===== src/sv/gkps_pkg.sv =====
// ----------------------------------------------------------------------------
// gkps_pkg
// Shared types, widths and the exponent fraction table for the Gaussian
// kernel pair sum unit.
// ----------------------------------------------------------------------------
package gkps_pkg;

    localparam int COORD_W  = 16;
    localparam int CNT_W    = 13;
    localparam int CFG_W    = 16;
    localparam int DIST_W   = 40;
    localparam int WEIGHT_W = 48;
    localparam int PROD_W   = 24;
    localparam int REG_COUNT = 2;
    localparam int CFG_IDX_W = 1;

    // Fraction table of 2^-f, one entry per step of 1/EXP_DEPTH.
    localparam int EXP_DEPTH = 256;
    localparam int EXP_IDX_W = 8;

    localparam logic [24:0] LOG2E_Q24 = 25'd24204406;
    localparam logic [63:0] LN2_Q32   = 64'd2977044472;

    localparam logic [CFG_IDX_W-1:0] REG_SIGMA_SCALE = 1'd0;
    localparam logic [CFG_IDX_W-1:0] REG_FAR_RADIUS  = 1'd1;

    // What the back end does with a closed point pair.
    typedef enum logic [1:0] {
        OP_NONE,
        OP_REP,
        OP_MEM
    } t_op;

    typedef struct packed {
        t_op                 op;
        logic                far;
        logic                last;
        logic [DIST_W-1:0]   d2;
        logic [PROD_W-1:0]   mult;
    } t_job;

    typedef logic [15:0] t_exp_table [EXP_DEPTH];

    // Long division by shift and subtract, used while building the table.
    function automatic logic [63:0] const_div(logic [63:0] num, logic [63:0] den);
        logic [63:0] q;
        logic [64:0] rem;
        q   = '0;
        rem = '0;
        for (int i = 63; i >= 0; i--) begin
            rem = {rem[63:0], num[i]};
            if (rem >= {1'b0, den}) begin
                rem  = rem - {1'b0, den};
                q[i] = 1'b1;
            end
        end
        return q;
    endfunction

    // Entry k is 2^-(k/EXP_DEPTH) in Q1.15, built from a series for exp and
    // rounded half up. Evaluated at elaboration only.
    function automatic t_exp_table build_exp_table();
        t_exp_table  tab;
        logic [63:0] t;
        logic [63:0] sum;
        logic [63:0] term;
        logic        done;
        for (int k = 0; k < EXP_DEPTH; k++) begin
            t    = (64'(k) * LN2_Q32) >> EXP_IDX_W;
            sum  = 64'h1_0000_0000;
            term = 64'h1_0000_0000;
            done = 1'b0;
            for (int n = 1; n <= 24; n++) begin
                if (!done) begin
                    term = const_div((term * t) >> 32, 64'(n));
                    if (term == 64'd0) begin
                        done = 1'b1;
                    end else begin
                        sum = sum + term;
                    end
                end
            end
            tab[k] = 16'(const_div(64'h0000_8000_0000_0000 + (sum >> 1), sum));
        end
        return tab;
    endfunction

endpackage


===== src/sv/gkps_queue.sv =====
// ----------------------------------------------------------------------------
// gkps_queue
// Two-entry queue of closed point pairs between the front and back ends.
// ----------------------------------------------------------------------------
module gkps_queue (
    input  logic           i_clk,
    input  logic           i_rst_n,
    input  logic           i_push,
    input  gkps_pkg::t_job i_job,
    output logic           o_full,
    input  logic           i_pop,
    output logic           o_empty,
    output gkps_pkg::t_job o_job
);
    import gkps_pkg::*;

    t_job       r_mem [2];
    logic       r_wr;
    logic       r_rd;
    logic [1:0] r_cnt;

    assign o_full  = (r_cnt == 2'd2);
    assign o_empty = (r_cnt == 2'd0);
    assign o_job   = r_mem[r_rd];

    always_ff @(posedge i_clk) begin
        if (i_push) begin
            r_mem[r_wr] <= i_job;
        end
    end

    always_ff @(posedge i_clk) begin
        if (!i_rst_n) begin
            r_wr  <= 1'b0;
            r_rd  <= 1'b0;
            r_cnt <= 2'd0;
        end else begin
            if (i_push) begin
                r_wr <= ~r_wr;
            end
            if (i_pop) begin
                r_rd <= ~r_rd;
            end
            case ({i_push, i_pop})
                2'b10:   r_cnt <= r_cnt + 2'd1;
                2'b01:   r_cnt <= r_cnt - 2'd1;
                default: r_cnt <= r_cnt;
            endcase
        end
    end

endmodule


===== config.mk =====
export PLATFORM = sky130hd
export DESIGN_NAME = gkps_queue
export DESIGN_NICKNAME = d
export VERILOG_FILES = /design/src/sv/gkps_pkg.sv /design/src/sv/gkps_queue.sv
export SDC_FILE = /design/constraint.sdc
export NUM_CORES = 1
export LEC_CHECK = 0
export BUFFER_PORTS_ARGS = -buffer_cell sky130_fd_sc_hd__buf_2
export CORE_MARGIN = 5
export CORE_UTILIZATION = 30
export CTS_CLUSTER_SIZE = 8
export DETAILED_ROUTE_END_ITERATION = 8
export PLACE_DENSITY = 0.51
export SLEW_MARGIN = 10
export SYNTH_ARGS = -nofsm -noshare
export SYNTH_HDL_FRONTEND = slang
export SYNTH_SLANG_ARGS = --single-unit

===== constraint.sdc =====
create_clock -name i_clk -period 11.3 [get_ports i_clk]
set_input_delay 0.565 -clock i_clk [delete_from_list [all_inputs] [get_ports i_clk]]
set_output_delay 0.565 -clock i_clk [all_outputs]
set_load 0.01 [all_outputs]

# After elaboration in Yosys (flattened, before gate mapping)
# Memories as Yosys holds them, arrays and structs flattened. A register that Yosys moved wholly into a read port is not among the register bits.
# Index checks and enable logic that the tools add are counted.
# classes
addsub	2
eq_ne	3
mux	5
bitwise_logic	2
n_reduce_logical	2
# op_table
operator	n
== test 2 bit (second input constant)	2
two-way mux 1 bit	4
one-hot mux 2 bit (2 select lines)	1
adder 2 x 1 -> 2 bit (second input constant)	1
== test 2 x 1 -> 1 bit (second input constant)	1
logical NOT 2 bit	1
inverter 1 bit	2
nonzero test 2 bit	1
subtractor 2 x 1 -> 2 bit (second input constant)	1
# totals
ff_bits	4
ramBits	136
inputBits	72
output_inout_bits	70
elab_cells	18
mem_count	1
# mem_list
memory	words	word_bits	rd	rd_clocked_by_memory_dff	wr	line_no	text
r_mem	2	68	1	1	1	gkps_queue.sv:17	t_job r_mem [2];

# Depth between registers and ports, before layout
# depth
ltp_word	3
ltp_mapped	5
depth_no_buf	5

# Worst setup path before layout
# Ideal clock, no wire load.
# synth_timing
path_type	input-to-reg
from	in i_push
to	mem r_mem[0][0] in the netlist's numbering, enable pin
setup_ps	498
t_arrival_ps	3506
slack_ps	7297
path_stages	2
cell_sequence	inv_1 nor2_1
# synth_via
elab_chain_len	2
# synth_lines
element	line_no	text
start, declared	gkps_queue.sv:8	input logic i_push,
two-way mux 1 bit	gkps_queue.sv:27	if (i_push) begin
two-way mux 1 bit (implied by the code)	gkps_queue.sv:28	r_mem[r_wr] <= i_job;
end, declared	gkps_queue.sv:17	
# Every way passes these cells.

==> flow_metrics.env <==
export IMPL_comb_power_share=0.079
export IMPL_place_inst=588
export IMPL_p_leak_nw=2.508
export IMPL_postLayoutCoreUtil=0.4036
export IMPL_clockRootBuffer="clkbuf_16"
export IMPL_path_clk_slew_ns=0.06
export IMPL_wl_per_cell_microns=15.82
export IMPL_antenna_found_initial=1
export IMPL_switchingPower_w=0.0002794
export IMPL_layout_filler_cells=1557
export IMPL_post_layout_nonfiller_instances=621
export IMPL_holdBufCountCts=0
export IMPL_grt_util_all_layers=0.1018
export IMPL_critPathKind="flop to output port"
export IMPL_final_antenna_net_count=0
export IMPL_cts_post_setup_buffers_inserted=0
export IMPL_dieWidth_microns=140.7
export IMPL_htreeDepth=4
export IMPL_setup_viol=0
export IMPL_cp_buffers_inverters=1
export IMPL_totalNegativeSetupSlack_ns=0
export IMPL_outcome="complete, no violations"
export IMPL_portBuffers=141
export IMPL_core_area_sq_mm=0.01670
export IMPL_final_hold_viol_count=0
export IMPL_detailed_place_hpwl_microns=6188
export IMPL_dieHeight_microns=140.7
export IMPL_number_of_standard_cells_after_synthesis=234
export IMPL_fmax_mhz=391.1
export IMPL_p_seq_frac=0.458
export IMPL_placementRows=47
export IMPL_worstSkewPairLatency_ns=0.41
export IMPL_routed_via_count=2643
export IMPL_first_pass_iters=4
export IMPL_maxCapViolCount=0
export IMPL_area_growth_synth_to_final_pct=31.52
export IMPL_max_clock_path_buffers=2
export IMPL_min_delay_path_class="primary input to flop"
export IMPL_netSwitchingFraction=0.2064
export IMPL_finalHoldWorstSlack_ns=0.3429
export IMPL_setup_repair_after_global_routing_missed_its_margin="no"
export IMPL_synthDistinctLibCells=18
export IMPL_final_max_slew_violation_count=0
export IMPL_critical_path_top_delay_family="flip-flops"
export IMPL_overflow_left_after_global_routing=0
export IMPL_tritoncts_num_sinks=141
export IMPL_pin_count=142
export IMPL_mappedNetlistArea_sq_mm=0.005125
export IMPL_startpoint_type="flop"
export IMPL_power_per_cell_area_mw_per_mm2=200.8
export IMPL_number_of_nets_in_the_final_layout=460
export IMPL_yosysWarningCount=0
export IMPL_cts_tree="done"
export IMPL_synth_adder_area_share=0.002441
export IMPL_min_period_over_period=0.2263
export IMPL_synth_seq_cells=141
export IMPL_detailedRoute_firstIterationViolations=73
export IMPL_yosys_area_share_simple=0.01050
export IMPL_number_of_global_route_vias_before_repair=2857
export IMPL_post_synth_main_area_contributors="edfxtp_1 (80%), mux2_2 (15%), dfxtp_1 (2.0%)"
export IMPL_synthDominantAreaCellType="edfxtp_1"
export IMPL_clock_power_share=0.463
export IMPL_wl_microns=9826
export IMPL_via_per_inst=4.256
export IMPL_wp_data_required_ns=10.74
export IMPL_pin_count_of_the_biggest_net_entering_global_routing=69
export IMPL_worst_clock_skew_ns=0.004821
export IMPL_post_route_drc_count=0
export IMPL_syn_mean_instance_area_sq_um=21.90
export IMPL_critical_path_slowest_cell="dfxtp_4"
export IMPL_synth_xor_area_frac=0.005127
export IMPL_post_cts_resize_count=0
export IMPL_muxShareOfSynthArea=0.1494
export IMPL_proportion_of_layout_cells_with_a_drive_suffix_above_1=0.6100
export IMPL_synth_seq_area_share=0.8164
export IMPL_crit_path_cell_trace="mux2_2 -> buf_2"
export IMPL_max_slew_margin=0.3186
export IMPL_syn_nets=307
export IMPL_fp_dieArea_sq_mm=0.01980
export IMPL_num_cts_buffers=17
export IMPL_globalplace_congestion=0.6982
export IMPL_intPower_w=0.001074
export IMPL_start_util=0.3069
export IMPL_finalCriticalPeriod_ns=2.557
export IMPL_timing_critical_path_arrival_ns=1.99
export IMPL_max_slew_worst_pin_slew_ns=1.020
export IMPL_synth_compound_area_share=0.003906
export IMPL_grt_pass1_wl_microns=15190
export IMPL_peakVddDrop_v=0.0001016
export IMPL_worst_setup_path_end_kind="output port"
export IMPL_synth_top_area_frac=0.7969
export IMPL_synth_top_family_by_area="multiplexers"
export IMPL_worst_path_max_fanout=68
export IMPL_cp_slowest_stage_delay_ns=0.97
[per-layer routing]
layer	GRT usage	part of all wire	vias to the layer above
li1	-	-	1234
met1	0.1183	0.43	1305
met2	0.1626	0.49	89
met3	0.04267	0.071	13
met4	0.05048	0.015	2
met5	0	0.00071	-
[cells by family after synthesis]
group                    after synthesis
AO/OA/AOI/OAI                          3
XOR/XNOR                               3
adder cells (fa/ha/maj)                1
buffers and inverters                  9
flip-flops                           141
multiplexers                          68
AND/OR/NAND/NOR                        9
[layout by cell type, fill, tap and decap left out, types with 2 or more instances in the layout]
master / netlist / layout
clkbuf_16: 0 / 17
dfxtp_1: 5 / 4
clkinvlp_4: 0 / 2
buf_2: 5 / 141
inv_6: 0 / 2
and2_1: 4 / 3
clkinv_2: 0 / 2
xnor2_1: 2 / 2
edfxtp_1: 136 / 136
clkinv_4: 0 / 2
mux2_2: 67 / 67
bufinv_16: 0 / 6
[power by group through the flow]
stage / clock network, W / logic (W) / registers (W)
after floorplan: 0 / 0.0000687 / 0.000621
after global placement: 0 / 0.000109 / 0.000631
after detailed placement: 0 / 0.000110 / 0.000632
after CTS: 0.000642 / 0.000110 / 0.000621
after global routing: 0.000669 / 0.000117 / 0.000623
final: 0.000627 / 0.000107 / 0.000620
[Yosys cell counts (all sizes together)]
master	count
nor2	2
xor2	1
mux2	68
inv	1
and2	4
o21a	1
dfxtp	5
a21boi	1
xnor2	2
edfxtp	136
nor2b	1
o21ai	1
ha	1
or3	1
and2b	1
buf	8
[state kept, by name, summed over array words and instances, names as in the netlist, named ones only]
register,cells
r_cnt,2
r_wr,1
r_mem,136
r_rd,1
[per-stage QoR]
step / setup slack (ns) / power (W) / cell area, sq um
2_1_floorplan: 7.297 / 0.0006898 / 5125
3_3_place_gp: 8.681 / 0.0007396 / 6068
3_5_place_dp: 8.691 / 0.0007419 / 6068
4_1_cts: 8.640 / 0.001374 / 6738
5_1_grt: 8.602 / 0.001409 / 6738
6_report: 8.743 / 0.001353 / 6740
[area by class of cell]
type,count,area (sq um),share of cell area
clock buffers,18,429.2,0.06367
well taps,220,275.3,0.04084
diodes,1,2.502,0.0003713
multi-input cells,84,888.4,0.1318
inverters,1,3.754,0.0005569
flip-flops and latches,141,4188,0.6213
repair buffers,142,713.2,0.1058
clock inverters,14,240.2,0.03564
[path summary, 6_finish.rpt]
check | from | endpoint | slack, ns | cells past startpoint
min reg2reg | r_cnt[1] | r_cnt[1] | 0.50 | 2
max | flop | o_job[38] | 8.74 | 2
min | i_job[28] | r_mem[0][28] | 0.34 | 1
max reg2reg | r_wr | r_mem[0][33] | 9.18 | 2
(Power assumes the default switching activity.)
