[src/sv/gkps_pkg.sv]
// ----------------------------------------------------------------------------
// gkps_pkg
// Shared types, widths and the exponent fraction table for the Gaussian
// kernel pair sum unit.
// ----------------------------------------------------------------------------
package gkps_pkg;

    localparam int COORD_W  = 16;
    localparam int CNT_W    = 13;
    localparam int CFG_W    = 16;
    localparam int DIST_W   = 40;
    localparam int WEIGHT_W = 48;
    localparam int PROD_W   = 24;
    localparam int REG_COUNT = 2;
    localparam int CFG_IDX_W = 1;

    // Fraction table of 2^-f, one entry per step of 1/EXP_DEPTH.
    localparam int EXP_DEPTH = 256;
    localparam int EXP_IDX_W = 8;

    localparam logic [24:0] LOG2E_Q24 = 25'd24204406;
    localparam logic [63:0] LN2_Q32   = 64'd2977044472;

    localparam logic [CFG_IDX_W-1:0] REG_SIGMA_SCALE = 1'd0;
    localparam logic [CFG_IDX_W-1:0] REG_FAR_RADIUS  = 1'd1;

    // What the back end does with a closed point pair.
    typedef enum logic [1:0] {
        OP_NONE,
        OP_REP,
        OP_MEM
    } t_op;

    typedef struct packed {
        t_op                 op;
        logic                far;
        logic                last;
        logic [DIST_W-1:0]   d2;
        logic [PROD_W-1:0]   mult;
    } t_job;

    typedef logic [15:0] t_exp_table [EXP_DEPTH];

    // Long division by shift and subtract, used while building the table.
    function automatic logic [63:0] const_div(logic [63:0] num, logic [63:0] den);
        logic [63:0] q;
        logic [64:0] rem;
        q   = '0;
        rem = '0;
        for (int i = 63; i >= 0; i--) begin
            rem = {rem[63:0], num[i]};
            if (rem >= {1'b0, den}) begin
                rem  = rem - {1'b0, den};
                q[i] = 1'b1;
            end
        end
        return q;
    endfunction

    // Entry k is 2^-(k/EXP_DEPTH) in Q1.15, built from a series for exp and
    // rounded half up. Evaluated at elaboration only.
    function automatic t_exp_table build_exp_table();
        t_exp_table  tab;
        logic [63:0] t;
        logic [63:0] sum;
        logic [63:0] term;
        logic        done;
        for (int k = 0; k < EXP_DEPTH; k++) begin
            t    = (64'(k) * LN2_Q32) >> EXP_IDX_W;
            sum  = 64'h1_0000_0000;
            term = 64'h1_0000_0000;
            done = 1'b0;
            for (int n = 1; n <= 24; n++) begin
                if (!done) begin
                    term = const_div((term * t) >> 32, 64'(n));
                    if (term == 64'd0) begin
                        done = 1'b1;
                    end else begin
                        sum = sum + term;
                    end
                end
            end
            tab[k] = 16'(const_div(64'h0000_8000_0000_0000 + (sum >> 1), sum));
        end
        return tab;
    endfunction

endpackage

[src/sv/gkps_front.sv]
// ----------------------------------------------------------------------------
// gkps_front
// Accepts coordinate transactions, sums squared differences, makes the far
// test and hands each closed point pair to the queue.
// ----------------------------------------------------------------------------
module gkps_front #(
    parameter int MAX_MEMBERS = 4096
) (
    input  logic                          i_clk,
    input  logic                          i_rst_n,
    input  logic                          i_valid,
    output logic                          o_ready,
    input  logic                          i_kind,
    input  logic signed [gkps_pkg::COORD_W-1:0] i_coord_a,
    input  logic signed [gkps_pkg::COORD_W-1:0] i_coord_b,
    input  logic                          i_last_coord,
    input  logic                          i_last_pair,
    input  logic [gkps_pkg::CNT_W-1:0]    i_count_a,
    input  logic [gkps_pkg::CNT_W-1:0]    i_count_b,
    input  logic [gkps_pkg::CFG_W-1:0]    i_far_radius,
    input  logic                          i_full,
    output logic                          o_push,
    output gkps_pkg::t_job                o_job
);
    import gkps_pkg::*;

    localparam logic [16:0] MAX_CNT = 17'(MAX_MEMBERS);

    logic [DIST_W-1:0] r_dist;
    logic              r_far;

    logic [31:0]        far_sq;
    logic signed [16:0] diff;
    logic [15:0]        mag;
    logic [31:0]        sq;
    logic [16:0]        ca;
    logic [16:0]        cb;
    logic [33:0]        prod;
    logic [PROD_W-1:0]  cp_new;
    logic [DIST_W:0]    sum;
    logic [DIST_W-1:0]  dist_next;
    logic               accept;
    logic               active;
    logic               close;
    logic               far_test;

    always_comb begin
        far_sq = 32'(i_far_radius) * 32'(i_far_radius);
        diff   = 17'(i_coord_a) - 17'(i_coord_b);
        mag    = diff[16] ? 16'(-diff) : diff[15:0];
        sq     = 32'(mag) * 32'(mag);
        ca     = (17'(i_count_a) > MAX_CNT) ? MAX_CNT : 17'(i_count_a);
        cb     = (17'(i_count_b) > MAX_CNT) ? MAX_CNT : 17'(i_count_b);
        prod   = 34'(ca) * 34'(cb);
        cp_new = (prod > 34'hFF_FFFF) ? '1 : prod[PROD_W-1:0];
        sum    = {1'b0, r_dist} + (DIST_W+1)'(sq);
        dist_next = sum[DIST_W] ? '1 : sum[DIST_W-1:0];
        accept = i_valid && !i_full;
        active = !i_kind || !r_far;
        close  = i_last_coord || i_last_pair;
        // Distance above four radii, compared on the squares.
        far_test = dist_next > DIST_W'({far_sq, 4'b0000});
    end

    assign o_ready = !i_full;
    assign o_push  = accept && ((active && close) || i_last_pair);

    always_comb begin
        o_job.op   = (active && close) ? (i_kind ? OP_MEM : OP_REP) : OP_NONE;
        o_job.far  = (active && close && !i_kind) ? far_test : r_far;
        o_job.last = i_last_pair;
        o_job.d2   = dist_next;
        o_job.mult = i_kind ? PROD_W'(1) : cp_new;
    end

    always_ff @(posedge i_clk) begin
        if (!i_rst_n) begin
            r_dist <= '0;
            r_far  <= 1'b0;
        end else if (accept) begin
            if (i_last_pair) begin
                r_dist <= '0;
                r_far  <= 1'b0;
            end else begin
                if (active) begin
                    r_dist <= close ? '0 : dist_next;
                    if (close && !i_kind) begin
                        r_far <= far_test;
                    end
                end
            end
        end
    end

endmodule

[config.mk]
export PLATFORM = sky130hd
export DESIGN_NAME = gkps_front
export DESIGN_NICKNAME = d
export VERILOG_FILES = /design/src/sv/gkps_pkg.sv /design/src/sv/gkps_front.sv
export SDC_FILE = /design/constraint.sdc
export NUM_CORES = 2
export LEC_CHECK = 0
export BUFFER_PORTS_ARGS = -buffer_cell sky130_fd_sc_hd__buf_4
export CORE_MARGIN = 2
export CORE_UTILIZATION = 50
export CTS_BUF_LIST = sky130_fd_sc_hd__clkbuf_4 sky130_fd_sc_hd__clkbuf_8
export CTS_CLUSTER_DIAMETER = 60
export CTS_CLUSTER_SIZE = 8
export DETAILED_ROUTE_END_ITERATION = 6
export PLACE_DENSITY = 0.81
export SYNTH_ARGS = -nofsm -noshare
export SYNTH_HDL_FRONTEND = slang
export SYNTH_SLANG_ARGS = --single-unit
[constraint.sdc]
create_clock -name i_clk -period 14.05 [get_ports i_clk]
set_input_delay 2.1075 -clock i_clk [delete_from_list [all_inputs] [get_ports i_clk]]
set_output_delay 2.1075 -clock i_clk [all_outputs]
set_load 0.03 [all_outputs]
; ---- Word level (Yosys, flattened, before mapping)
; Index checks and enable logic that the tools add are counted.
[classes]
add_sub_neg = 3
n_mul = 3
order_cmp = 4
mux = 15
reduce_logical = 15
[op_table]
columns = cell, count
row1 = two-way mux 40 bit, 4
row2 = multiplier 16 x 16 -> 32 bit, 2
row3 = two-way mux 24 bit, 2
row4 = adder 40 x 32 -> 41 bit, 1
row5 = greater-than comparator 40 x 36 -> 1 bit, 1
row6 = "greater-than comparator 13 bit, second input constant", 2
row7 = "greater-than comparator 26 x 24 -> 1 bit, second input constant", 1
row8 = multiplier 13 x 13 -> 26 bit, 1
row9 = two-way mux 13 bit, 2
row10 = subtractor 16 x 16 -> 17 bit, 1
row11 = two-way mux 16 bit, 1
row12 = negator 16 bit, 1
row13 = logical AND 1 bit, 5
row14 = two-way mux 1 bit, 4
row15 = two-way mux 2 bit, 2
row16 = nonzero test 2 bit, 2
row17 = zero test 1 bit, 3
row18 = logical OR 1 bit, 3
row19 = AND reduction 3 bit, 1
row20 = AND reduction 2 bit, 1
[totals]
ff_bits = 41
input_bits = 81
output_inout_bits = 70

; ---- Logic depth before layout (Yosys ltp)
[depth]
depth_word = 10
depth_mapped = 49

; ---- Least setup slack after synthesis
; Ideal clock, no wire load.
[synth_timing]
path_type = input -> output
from = in i_coord_a[0] (netlist name)
to = out o_job[65] (netlist name)
arrival_time_ns = 12.524
required_time_ns = 11.943
path_slack_ns = -0.581
path_stages = 48
cell_sequence = inv_1 ha_1 fa_1 nand2b_1 a21oi_1 o21ai_1 xnor2_1 nor4_4 nand2b_1 nor2b_1 a21oi_1 xnor2_2 inv_2 clkbuf_1 nand2_1 fa_1 inv_1 fa_1 [... 12 more ...] o2111ai_1 nand2_1 o31ai_1 nand2_1 clkbuf_1 clkbuf_1 nand2_1 ha_1 nand4_1 nor4_1 nand2_1 nor3_1 a21oi_1 a21oi_1 nor2_1 o21ai_0 nor4b_1 a21oi_1
[synth_lines]
columns = item, line
row1 = start: declaration, gkps_front.sv:14  ; input logic signed [gkps_pkg::COORD_W-1:0] i_coord_a,
row2 = end: declaration, gkps_front.sv:23  ; output gkps_pkg::t_job o_job

==> flow_metrics.env <==
export IMPL_status="finished with violations"
export IMPL_violations="negative setup slack"
export IMPL_period_needed_ns=14.25
export IMPL_max_freq_mhz=70.2
export IMPL_cp_slowest_stage_delay_ns=0.53
export IMPL_slew_violations=0
export IMPL_critPathSlowestCell="fa_1"
export IMPL_grt_start_max_net_pins=42
export IMPL_drive_above_1_share=0.144
export IMPL_synthTopCellsByCount="687 x inv_1, 481 x fa_1, 372 x nand2_1, 321 x ha_1, 212 x nor2_1"
export IMPL_io_buffer_count=150
export IMPL_arrival_ns=12.14
export IMPL_synthCells=2970
export IMPL_synth_nets=3853
export IMPL_wirelength_um=61000
export IMPL_cp_max_fo=4
export IMPL_fin_crit_sh=1.01
export IMPL_netlist_area_leader_share=0.389
export IMPL_gp_congestion=0.977
export IMPL_row_count=81
export IMPL_drv_cap=0
export IMPL_num_vias=20900
export IMPL_ys_ff_latch=41
export IMPL_dp_hpwl_um=53000
export IMPL_clockBufferDepth=2
export IMPL_pin_count=151
export IMPL_endpoint_kind="output port"
export IMPL_synthMuxAreaShare=0.000911
export IMPL_fp_dieW_um=226
export IMPL_crit_required_ns=11.94
export IMPL_synth_compound_area_frac=0.0983
export IMPL_critPathKind="primary input to output port"
export IMPL_ys_seq_area_frac=0.0332
export IMPL_synth_xor_area_share=0.0403
export IMPL_core_sq_um=48800
export IMPL_finalHoldViolations=0
export IMPL_tightest_slew_ns=1.12
export IMPL_htreeDepth=2
export IMPL_via_per_inst=5.29
export IMPL_wire_per_inst_um=15.5
export IMPL_gr_total_overflow=0
export IMPL_synth_cell_types=76
export IMPL_cts_root_buf="clkbuf_8"
export IMPL_holdWs_ns=0.459
export IMPL_synth_top_family_by_area="adder cells"
export IMPL_nets=4163
export IMPL_fin_skew_ns=0.00996
export IMPL_path_clk_slew_ns=0.09
export IMPL_slew_headroom=0.251
export IMPL_antenna_found_initial=0
export IMPL_grt_pass1_vias=21600
export IMPL_firstDrtPassIters=5
export IMPL_yosysTopAreaCell="fa_1"
export IMPL_diodes=0
export IMPL_die_h_um=226
export IMPL_synth_most_common_cell="inv_1"
export IMPL_finalNonFillerCells=3945
export IMPL_synth_edff_count=0
export IMPL_numCtsBuffers=5
export IMPL_yosys_top_cells_area="fa_1 39%, ha_1 16%, inv_1 10%"
export IMPL_areaGrowthSynthToFinish_pct=15.1
export IMPL_rsz0062_at_grt="true"
export IMPL_cp_start_kind="primary input"
export IMPL_ant_nets=0
export IMPL_finalSetupViolCount=1
export IMPL_async_reset_ff_frac=0
export IMPL_avgSynthCellArea_sq_um=8.33
export IMPL_synth_top_flop_cell="dfxtp_1"
export IMPL_synth_fa_ha_area_frac=0.552
export IMPL_cts_sinks=41
export IMPL_synth_area_sq_um=24700
export IMPL_drt_initial_drc_count=1321
export IMPL_synth_simple_area_share=0.154
export IMPL_ys_warn_count=0
export IMPL_clock_latency_ns=0.32
export IMPL_die_area_sq_um=51300
export IMPL_grt_pass1_wl_um=103000
export IMPL_cpMostUsedCell="fa_1"
export IMPL_worst_slack_ns=-0.199
export IMPL_start_util=0.506
export IMPL_place_inst=3930
export IMPL_route_detailed_drc=0
export IMPL_cts_tree="built"
export IMPL_min_delay_path_class="register to register"
export IMPL_tns_ns=-0.199
export IMPL_grt_total_usage=0.249
==> stage by stage <==
step,instance area (sq um),setup slack [ns],util
floorplan,24800,0.000361,-
global placement,28200,-0.274,0.577
detailed placement,28200,-0.475,0.577
CTS,28300,-0.193,0.580
global route,28500,-0.737,0.583
finish,28500,-0.199,0.583
==> sequential cells by signal, indices dropped and copies added (netlist names) <==
signal / flops
r_dist: 40
r_far: 1
==> worst max-delay path: cells and delay by family <==
kind / cells / cell delay, ns
buf+inv: 11 / 1.00
fa+ha+maj: 10 / 4.22
compound gates: 13 / 2.34
simple gates: 11 / 2.04
xor+xnor: 3 / 0.42
==> logic make-up after synthesis <==
logic type	after synthesis
adder cells (fa/ha/maj)	802
AO/OA/AOI/OAI	380
AND/OR/NAND/NOR	842
buffers and inverters	791
flip-flops	41
XOR/XNOR	112
multiplexers	2
==> cell type report <==
| class | count | area (sq um) |
|---|---|---|
| multi-input combinational | 2138 | 21100 |
| fill | 4210 | 20400 |
| clock inverter | 3 | 22.5 |
| tap | 664 | 831 |
| timing repair buffer | 393 | 2980 |
| clock buffer | 5 | 68.8 |
| sequential | 41 | 821 |
| inverter | 701 | 2630 |
==> per-layer routing <==
metal | GRT usage | wire (um)
met4 | 0.0454 | 1130
met5 | 0 | 0
met1 | 0.327 | 25000
met2 | 0.433 | 30100
met3 | 0.0435 | 4790
==> cell usage in the layout (no fill, tap or decap), types with 6 or more instances in the layout <==
| cell | instances |
|---|---|
| o21bai_1 | 15 |
| nand3b_1 | 6 |
| nor2b_1 | 41 |
| a21o_1 | 28 |
| nand2_1 | 364 |
| and2_1 | 73 |
| dfxtp_1 | 41 |
| nor2_1 | 210 |
| buf_4 | 391 |
| a31oi_1 | 9 |
| o21a_1 | 26 |
| nor3_1 | 25 |
| inv_1 | 687 |
| a21oi_1 | 140 |
| nand2_2 | 10 |
| fa_1 | 481 |
| xor2_1 | 43 |
| nand4_1 | 12 |
| nand2b_1 | 26 |
| a22oi_1 | 12 |
| inv_2 | 11 |
| a211o_1 | 7 |
| or2_2 | 6 |
| o211ai_1 | 6 |
| o21ai_1 | 6 |
| ha_1 | 321 |
| xnor2_1 | 63 |
| a211oi_1 | 11 |
| o21ai_0 | 60 |
| nand3_1 | 24 |
| and3_1 | 12 |
==> what timing repair did <==
action / in CTS / in global routing
pin swaps: 4 / 15
resized for setup: 11 / 12
hold buffers: 0 / 0
setup buffers: 3 / 4
setup endpoints to repair: 1 / 1
==> final timing paths <==
kind	start	endpoint	slack (ns)	cells past startpoint
setup / recovery	i_coord_a[0]	o_job[65]	-0.20	48
hold / removal	r_dist[10]$_SDFFE_PN0P_	r_dist[10]$_SDFFE_PN0P_	0.46	2
setup reg to reg	r_dist[8]$_SDFFE_PN0P_	r_far$_SDFFE_PN0P_	7.30	32
hold reg to reg	r_dist[10]$_SDFFE_PN0P_	r_dist[10]$_SDFFE_PN0P_	0.46	2
Power is left out: the tool's default activity adds up to more than one toggle a clock period on the data nets, which glitch-free logic cannot reach.
