===== src/sv/gkps_pkg.sv =====
// ----------------------------------------------------------------------------
// gkps_pkg
// Shared types, widths and the exponent fraction table for the Gaussian
// kernel pair sum unit.
// ----------------------------------------------------------------------------
package gkps_pkg;

    localparam int COORD_W  = 16;
    localparam int CNT_W    = 13;
    localparam int CFG_W    = 16;
    localparam int DIST_W   = 40;
    localparam int WEIGHT_W = 48;
    localparam int PROD_W   = 24;
    localparam int REG_COUNT = 2;
    localparam int CFG_IDX_W = 1;

    // Fraction table of 2^-f, one entry per step of 1/EXP_DEPTH.
    localparam int EXP_DEPTH = 256;
    localparam int EXP_IDX_W = 8;

    localparam logic [24:0] LOG2E_Q24 = 25'd24204406;
    localparam logic [63:0] LN2_Q32   = 64'd2977044472;

    localparam logic [CFG_IDX_W-1:0] REG_SIGMA_SCALE = 1'd0;
    localparam logic [CFG_IDX_W-1:0] REG_FAR_RADIUS  = 1'd1;

    // What the back end does with a closed point pair.
    typedef enum logic [1:0] {
        OP_NONE,
        OP_REP,
        OP_MEM
    } t_op;

    typedef struct packed {
        t_op                 op;
        logic                far;
        logic                last;
        logic [DIST_W-1:0]   d2;
        logic [PROD_W-1:0]   mult;
    } t_job;

    typedef logic [15:0] t_exp_table [EXP_DEPTH];

    // Long division by shift and subtract, used while building the table.
    function automatic logic [63:0] const_div(logic [63:0] num, logic [63:0] den);
        logic [63:0] q;
        logic [64:0] rem;
        q   = '0;
        rem = '0;
        for (int i = 63; i >= 0; i--) begin
            rem = {rem[63:0], num[i]};
            if (rem >= {1'b0, den}) begin
                rem  = rem - {1'b0, den};
                q[i] = 1'b1;
            end
        end
        return q;
    endfunction

    // Entry k is 2^-(k/EXP_DEPTH) in Q1.15, built from a series for exp and
    // rounded half up. Evaluated at elaboration only.
    function automatic t_exp_table build_exp_table();
        t_exp_table  tab;
        logic [63:0] t;
        logic [63:0] sum;
        logic [63:0] term;
        logic        done;
        for (int k = 0; k < EXP_DEPTH; k++) begin
            t    = (64'(k) * LN2_Q32) >> EXP_IDX_W;
            sum  = 64'h1_0000_0000;
            term = 64'h1_0000_0000;
            done = 1'b0;
            for (int n = 1; n <= 24; n++) begin
                if (!done) begin
                    term = const_div((term * t) >> 32, 64'(n));
                    if (term == 64'd0) begin
                        done = 1'b1;
                    end else begin
                        sum = sum + term;
                    end
                end
            end
            tab[k] = 16'(const_div(64'h0000_8000_0000_0000 + (sum >> 1), sum));
        end
        return tab;
    endfunction

endpackage


===== src/sv/gkps_back.sv =====
// ----------------------------------------------------------------------------
// gkps_back
// Evaluates the kernel term of each queued point pair step by step and keeps
// the group weight until the result transaction is taken.
// ----------------------------------------------------------------------------
module gkps_back (
    input  logic                          i_clk,
    input  logic                          i_rst_n,
    input  logic                          i_empty,
    input  gkps_pkg::t_job                i_job,
    output logic                          o_pop,
    input  logic [gkps_pkg::CFG_W-1:0]    i_sigma,
    output logic                          o_valid,
    input  logic                          i_ready,
    output logic [gkps_pkg::WEIGHT_W-1:0] o_weight,
    output logic                          o_used_approx
);
    import gkps_pkg::*;

    localparam t_exp_table EXP_TABLE = build_exp_table();

    typedef enum logic [3:0] {
        ST_IDLE, ST_X0, ST_X1, ST_Y0, ST_Y1, ST_TAB, ST_SHIFT, ST_ACC, ST_OUT
    } t_state;

    t_state              r_state;
    t_job                r_job;
    logic [55:0]         r_p;
    logic                r_zero;
    logic [58:0]         r_y;
    logic [39:0]         r_v;
    logic [6:0]          r_n;
    logic [WEIGHT_W-1:0] r_term;
    logic [WEIGHT_W-1:0] r_weight;
    logic [WEIGHT_W-1:0] r_out_weight;
    logic                r_out_far;

    logic [56:0]          x;
    logic [34:0]          y;
    logic [48:0]          shifted;
    logic [WEIGHT_W:0]    acc_sum;
    logic [WEIGHT_W-1:0]  weight_new;

    always_comb begin
        x       = {r_p, 1'b0};
        y       = r_y[58:24];
        shifted = {r_v, 9'b0} >> r_n[5:0];
        acc_sum = {1'b0, r_weight} + {1'b0, r_term};
        case (r_job.op)
            OP_REP:  weight_new = r_term;
            OP_MEM:  weight_new = acc_sum[WEIGHT_W] ? '1 : acc_sum[WEIGHT_W-1:0];
            default: weight_new = r_weight;
        endcase
    end

    assign o_pop         = (r_state == ST_IDLE) && !i_empty;
    assign o_valid       = (r_state == ST_OUT);
    assign o_weight      = r_out_weight;
    assign o_used_approx = r_out_far;

    always_ff @(posedge i_clk) begin
        if (!i_rst_n) begin
            r_state  <= ST_IDLE;
            r_weight <= '0;
        end else begin
            unique case (r_state)
                ST_IDLE: begin
                    if (!i_empty) begin
                        r_job  <= i_job;
                        r_term <= '0;
                        if (i_job.op == OP_MEM || (i_job.op == OP_REP && i_job.far)) begin
                            r_state <= ST_X0;
                        end else begin
                            r_state <= ST_ACC;
                        end
                    end
                end
                ST_X0: begin
                    r_p     <= 56'(i_sigma) * 56'(r_job.d2[19:0]);
                    r_state <= ST_X1;
                end
                ST_X1: begin
                    r_p     <= r_p + ((56'(i_sigma) * 56'(r_job.d2[39:20])) << 20);
                    r_state <= ST_Y0;
                end
                ST_Y0: begin
                    r_zero  <= (x[56:34] != '0);
                    r_y     <= 59'(x[16:0]) * 59'(LOG2E_Q24);
                    r_state <= ST_Y1;
                end
                ST_Y1: begin
                    r_y     <= r_y + ((59'(x[33:17]) * 59'(LOG2E_Q24)) << 17);
                    r_state <= ST_TAB;
                end
                ST_TAB: begin
                    r_n     <= y[34:28];
                    r_v     <= 40'(r_job.mult) * 40'(EXP_TABLE[y[27:28-EXP_IDX_W]]);
                    r_state <= ST_SHIFT;
                end
                ST_SHIFT: begin
                    r_term  <= (r_zero || r_n[6]) ? '0 : shifted[WEIGHT_W-1:0];
                    r_state <= ST_ACC;
                end
                ST_ACC: begin
                    if (r_job.last) begin
                        r_out_weight <= weight_new;
                        r_out_far    <= r_job.far;
                        r_weight     <= '0;
                        r_state      <= ST_OUT;
                    end else begin
                        r_weight <= weight_new;
                        r_state  <= ST_IDLE;
                    end
                end
                ST_OUT: begin
                    if (i_ready) begin
                        r_state <= ST_IDLE;
                    end
                end
                default: r_state <= ST_IDLE;
            endcase
        end
    end

endmodule


===== config.mk =====
export PLATFORM = sky130hd
export DESIGN_NAME = gkps_back
export DESIGN_NICKNAME = d
export VERILOG_FILES = /design/src/sv/gkps_pkg.sv /design/src/sv/gkps_back.sv
export SDC_FILE = /design/constraint.sdc
export NUM_CORES = 2
export LEC_CHECK = 0
export ABC_AREA = 1
export BUFFER_PORTS_ARGS = -buffer_cell sky130_fd_sc_hd__buf_4
export CORE_MARGIN = 10
export CORE_UTILIZATION = 65
export DETAILED_ROUTE_END_ITERATION = 16
export PLACE_DENSITY_LB_ADDON = 0.05
export REMOVE_ABC_BUFFERS = 1
export SLEW_MARGIN = 40
export SYNTH_ARGS = -nofsm -noshare
export SYNTH_HDL_FRONTEND = slang
export SYNTH_SLANG_ARGS = --single-unit
export TNS_END_PERCENT = 30

===== constraint.sdc =====
create_clock -name i_clk -period 10.3 [get_ports i_clk]
set_input_delay 2.575 -clock i_clk [delete_from_list [all_inputs] [get_ports i_clk]]
set_output_delay 2.575 -clock i_clk [all_outputs]
set_load 0.005 [all_outputs]

# After elaboration in Yosys (flattened, before gate mapping)

Memories as Yosys holds them, arrays and structs flattened.
Cells that the tools add are included.

Bits in registers: 380
Memory bits (read-only): 4096
Input bits: 88
Output and inout port bits: 51
Memories kept: 1

Memory list:

| name             | depth | bits a word | read ports | clocked after memory_dff | write ports | line            | source |
|---|---|---|---|---|---|---|---|
| (name not given) | 256   | 16          | 1          | 0                        | 0           | gkps_back.sv:97 | `r_v <= 40'(r_job.mult) * 40'(EXP_TABLE[y[27:28-EXP_IDX_W]]);` |

Add/subtract/negate cells: 3
Multiply operators: 5
$lt $le $gt $ge: 1
Equal/unequal tests: 14
Shift-type cells: 1
Mux-type cells: 15
Bitwise logic cells: 2
Reduce and logical (&&, ||, !) cells: 18

Operator list:

| operator                                            | count |
|---|---|
| 2-to-1 mux 48 bit                                   | 4 |
| case mux 48 bit (2 select lines)                    | 2 |
| case mux 59 bit (2 select lines)                    | 1 |
| case mux 56 bit (2 select lines)                    | 1 |
| multiplier 16 x 20 -> 36 bit                        | 2 |
| adder 59 bit                                        | 1 |
| adder 56 bit                                        | 1 |
| adder 48 x 48 -> 49 bit                             | 1 |
| right shift 49 x 6 -> 48 bit                        | 1 |
| multiplier 17 x 24 -> 41 bit, second input constant | 1 |
| multiplier 16 x 24 -> 40 bit, second input constant | 1 |
| multiplier 24 x 16 -> 40 bit                        | 1 |
| case mux 4 bit (9 select lines)                     | 1 |
| 2-to-1 mux 16 bit                                   | 2 |
| nonzero test 23 bit                                 | 1 |
| == test 4 x 3 -> 1 bit, second input constant       | 4 |
| 2-to-1 mux 4 bit                                    | 3 |
| AND reduction 2 bit                                 | 5 |
| >= comparator 9 bit, second input constant          | 1 |
| NOT 8 -> 9 bit                                      | 1 |
| AND reduction 3 bit                                 | 3 |
| == test 4 x 2 -> 1 bit, second input constant       | 2 |
| nonzero test 2 bit                                  | 3 |
| == test 2 x 1 -> 1 bit, second input constant       | 2 |
| 11 further kinds                                    | 14 |

# Depth between registers and ports, before layout

Depth in word-level cells: 6
Gate-level depth with buffers: 43

# Worst setup path before layout

No wires, ideal clock.

Path kind: input to register
From: input port i_sigma[7] in the netlist's numbering
To: register r_p[55], data pin
Library setup time: 0.253 ns
Arrival: 8.666 ns
Path slack: 1.381 ns
Stages on the path: 31
Buffers on the path: 1
Path through: clkbuf_1 > nand2_1 > fa_1 > fa_1 > inv_1 > fa_1 > inv_1 > fa_1 > inv_1 > fa_1 > inv_1 > fa_1 > inv_1 > ha_1 > nand2_1 > nor4_1 > nand2_1 > o211ai_1 > nand2_1 > o211ai_1 > xor2_1 > ha_1 > nand2_1 > nor2_1 > inv_1 > nor4_1 > o21ai_0 > nand3_1 > nand2_1 > nand2_1 > nor2_1

Longest elaborated chain between the ends: 3

RTL lines:

| item                             | line            | source |
|---|---|---|
| start: declaration               | gkps_back.sv:12 | `input logic [gkps_pkg::CFG_W-1:0] i_sigma,` |
| multiplier 16 x 20 -> 36 bit     | gkps_back.sv:83 | `r_p <= r_p + ((56'(i_sigma) * 56'(r_job.d2[39:20])) << 20);` |
| adder 56 bit                     | gkps_back.sv:83 |  |
| case mux 56 bit (2 select lines) | gkps_back.sv:66 | `unique case (r_state)` |
| end signal: assignment           | gkps_back.sv:79 | `r_p <= 56'(i_sigma) * 56'(r_job.d2[19:0]);` |
| end signal: assignment           | gkps_back.sv:83 |  |
| end: declaration                 | gkps_back.sv:28 | `logic [55:0] r_p;` |

No other way between the ends.
A chain may end at the register's enable or synchronous reset.

# Final worst setup path

Same ends and word-level chain as after synthesis.

==> results.json <==
{
  "drtPass1Iterations": 8,
  "cts_resized": 0,
  "drt-initial-drc-count": 7685,
  "synth-xor-area-share_pct": 1.748,
  "rows": 125,
  "timing.hold.ws_ns": 0.4778,
  "grt_pass1_wl_mm": 387.2,
  "yosysSeqAreaShare_pct": 13.68,
  "multiInputGateArea_um2": 55290,
  "die_w_um": 361.2,
  "synth-edff-count": 310,
  "route.detailed.drc": 0,
  "synth_cell_types": 61,
  "ys.flop_type": "edfxtp_1",
  "postCtsHoldBufs": 0,
  "ys_ff_latch": 362,
  "ys_warn_count": 0,
  "worstSetupEndpointType": "flop",
  "grt_usage_pct": 37.66,
  "gp_congestion": 1.036,
  "grt_max_degree": 69,
  "fillCellCount": 9541,
  "met3_length_mm": 28.64,
  "syn-instance-count": 10080,
  "synth_top_family_by_area": "adder cells",
  "vias": 68620,
  "overflow": 0,
  "coreArea_um2": 115900,
  "finalCritPeriodShare_pct": 89.74,
  "ant_nets": 0,
  "fin_util_pct": 68.77,
  "drive_above_1_share_pct": 3.955,
  "tritoncts": "built",
  "pin_count": 139,
  "setup_viol": 0,
  "final_cell_mix": "2472 x nand2_1, 2301 x inv_1, 1070 x fa_1",
  "highest_layer": "met5",
  "synth_compound_area_share_pct": 10.13,
  "post_cts.repair.setup_buffers": 0,
  "rsz0062_at_grt": "no",
  "fin_skew_ns": 0.08876,
  "fmaxAchievable_mhz": 108.2,
  "status": "completed",
  "clockBufferDepth": 3,
  "mostFrequentLayoutCell": "nand2_1",
  "vias_per_cell": 5.909,
  "cts-root-buf": "clkbuf_16",
  "worstSkewPairLatency_ns": 0.70,
  "wirelength_mm": 247.6,
  "slew_headroom_pct": 37.66,
  "grt_pass1_vias": 70270,
  "path_max_fanout": 27,
  "die_y_um": 361.2,
  "dp.final_hpwl_mm": 202.5,
  "met1_length_mm": 96.69,
  "synthAdderAreaFrac_pct": 41.59,
  "syn_area_um2": 75660,
  "synthMuxAreaShare_pct": 0.2514,
  "wl_met2_mm": 109.1,
  "portBuffers": 138,
  "hold_viol_final": 0,
  "cap_violations": 0,
  "tightest_slew_ns": 0.9328,
  "crit_buf_inv": 9,
  "cp_slowest_cell": "fa_1",
  "avgSynthCellArea_um2": 7.505,
  "drv_slew": 0,
  "fin_crit_ns": 9.243,
  "final_net_count": 12010,
  "setup_tns_ns": 0,
  "cts_buffers": 46,
  "start_util_pct": 65.28,
  "worstPathArrival_ns": 9.62,
  "worst_path_largest_cell_delay_ns": 0.57,
  "cp_common_cell": "inv_1",
  "synthArstFlopShare_pct": 0,
  "crit_family": "adder cells",
  "hp-class": "flop to flop",
  "areaGrowthSynthToFinish_pct": 5.341,
  "cp-start-kind": "input port",
  "dieArea_um2": 130400,
  "cts_num_sinks": 362,
  "crit_type": "input port to flop",
  "required_ns": 10.68,
  "wl_per_cell_um": 21.32,
  "yosys.area_share.simple_pct": 19.24,
  "clkTransAtPathRegs_ns": 0.07,
  "cts_htree_levels": 2,
  "antenna_found_initial": 7,
  "ff_latch_area_um2": 10350
}
## final cells by class
cell class | count | share of cell area (%)
Tap cell | 1524 | 2.392
Clock inverter | 31 | 0.4380
Antenna cell | 1 | 0.003140
Clock buffer | 53 | 1.490
Sequential cell | 362 | 12.99
Timing Repair Buffer | 249 | 2.374
Multi-Input combinational cell | 7070 | 69.37
Inverter | 2323 | 10.95
## cell usage after synthesis, types with 8 or more instances
| cell type | instances | area (um^2) |
|---|---|---|
| a211oi_1 | 9 | 67.56 |
| a21boi_0 | 49 | 367.9 |
| a21o_1 | 38 | 285.3 |
| a21oi_1 | 556 | 2783 |
| a21oi_2 | 10 | 87.58 |
| a221oi_1 | 13 | 113.9 |
| a31oi_1 | 67 | 419.2 |
| buf_1 | 20 | 75.07 |
| buf_2 | 39 | 195.2 |
| buf_4 | 15 | 112.6 |
| buf_6 | 8 | 90.09 |
| clkbuf_1 | 243 | 912.1 |
| clkinv_1 | 9 | 33.78 |
| dfxtp_1 | 52 | 1041 |
| edfxtp_1 | 310 | 9309 |
| fa_1 | 1070 | 21420 |
| ha_1 | 803 | 10050 |
| inv_1 | 2302 | 8641 |
| inv_2 | 11 | 41.29 |
| mux2i_1 | 19 | 190.2 |
| nand2_1 | 2472 | 9279 |
| nand3_1 | 279 | 1396 |
| nand3b_1 | 9 | 67.56 |
| nand4_1 | 53 | 331.6 |
| nor2_1 | 728 | 2733 |
| nor3_1 | 56 | 280.3 |
| nor4_1 | 33 | 206.5 |
| o2111ai_1 | 10 | 87.58 |
| o211ai_1 | 28 | 210.2 |
| o21a_1 | 28 | 210.2 |
| o21ai_0 | 424 | 2122 |
| o21ai_1 | 29 | 145.1 |
| o21bai_1 | 35 | 262.8 |
| o221ai_1 | 13 | 113.9 |
| o22ai_1 | 16 | 100.1 |
| or2_2 | 20 | 125.1 |
| xnor2_1 | 49 | 429.2 |
| xor2_1 | 102 | 893.4 |
## stage by stage
stage	std cells	worst slack, ns	instance area (um^2)
6_report	11610	1.057	79700
3_3_place_gp	11530	0.6373	78110
2_1_floorplan	9755	1.616	74270
4_1_cts	11610	1.138	79680
5_1_grt	11610	0.4725	79700
3_5_place_dp	11530	0.5242	78140
## routing by layer
metal | track usage, % | up-vias
met5 | 0 | -
met2 | 59.34 | 3989
met1 | 48.60 | 32760
met3 | 10.13 | 874
met4 | 16.63 | 10
li1 | - | 30990
## path summary, 6_finish.rpt
| path | slack, ns | start | to | cells after the start |
|---|---|---|---|---|
| hold reg to reg | 0.48 | r_y[56]$_SDFFCE_PN0P_ | r_n[4]$_DFFE_PP_ | 0 |
| hold / removal | 0.48 | r_y[56]$_SDFFCE_PN0P_ | r_n[4]$_DFFE_PP_ | 0 |
| setup reg to reg | 1.40 | r_y[45]$_SDFFCE_PN0P_ | r_v[39]$_DFFE_PP_ | 28 |
| setup / recovery | 1.06 | i_sigma[7] | r_p[55]$_SDFFCE_PN0P_ | 32 |
## sequential cells by signal (all words and copies together), names as in the netlist
signal and count:
r_term 48, r_n 7, r_job 68, r_v 40, o_used_approx 1, r_weight 48, r_y 41, o_weight 48
r_zero 1, r_state 4, r_p 56
## kinds of logic after synthesis
group / after synthesis
compound gates: 1358
buf+inv: 2649
flops: 362
simple gates: 3669
fa+ha+maj: 1873
mux: 19
xor+xnor: 151
## worst reg2reg max path, delay by kind of cell (launching register included)
family	cells	cell delay (ns)
AO/OA/AOI/OAI	8	1.47
XOR/XNOR	1	0.37
adder cells (fa/ha/maj)	8	3.55
buffers and inverters	5	0.92
flip-flops	1	0.44
AND/OR/NAND/NOR	6	1.91
Power is left out: the tool's default activity adds up to more than one toggle a clock period on the data nets, which glitch-free logic cannot reach.
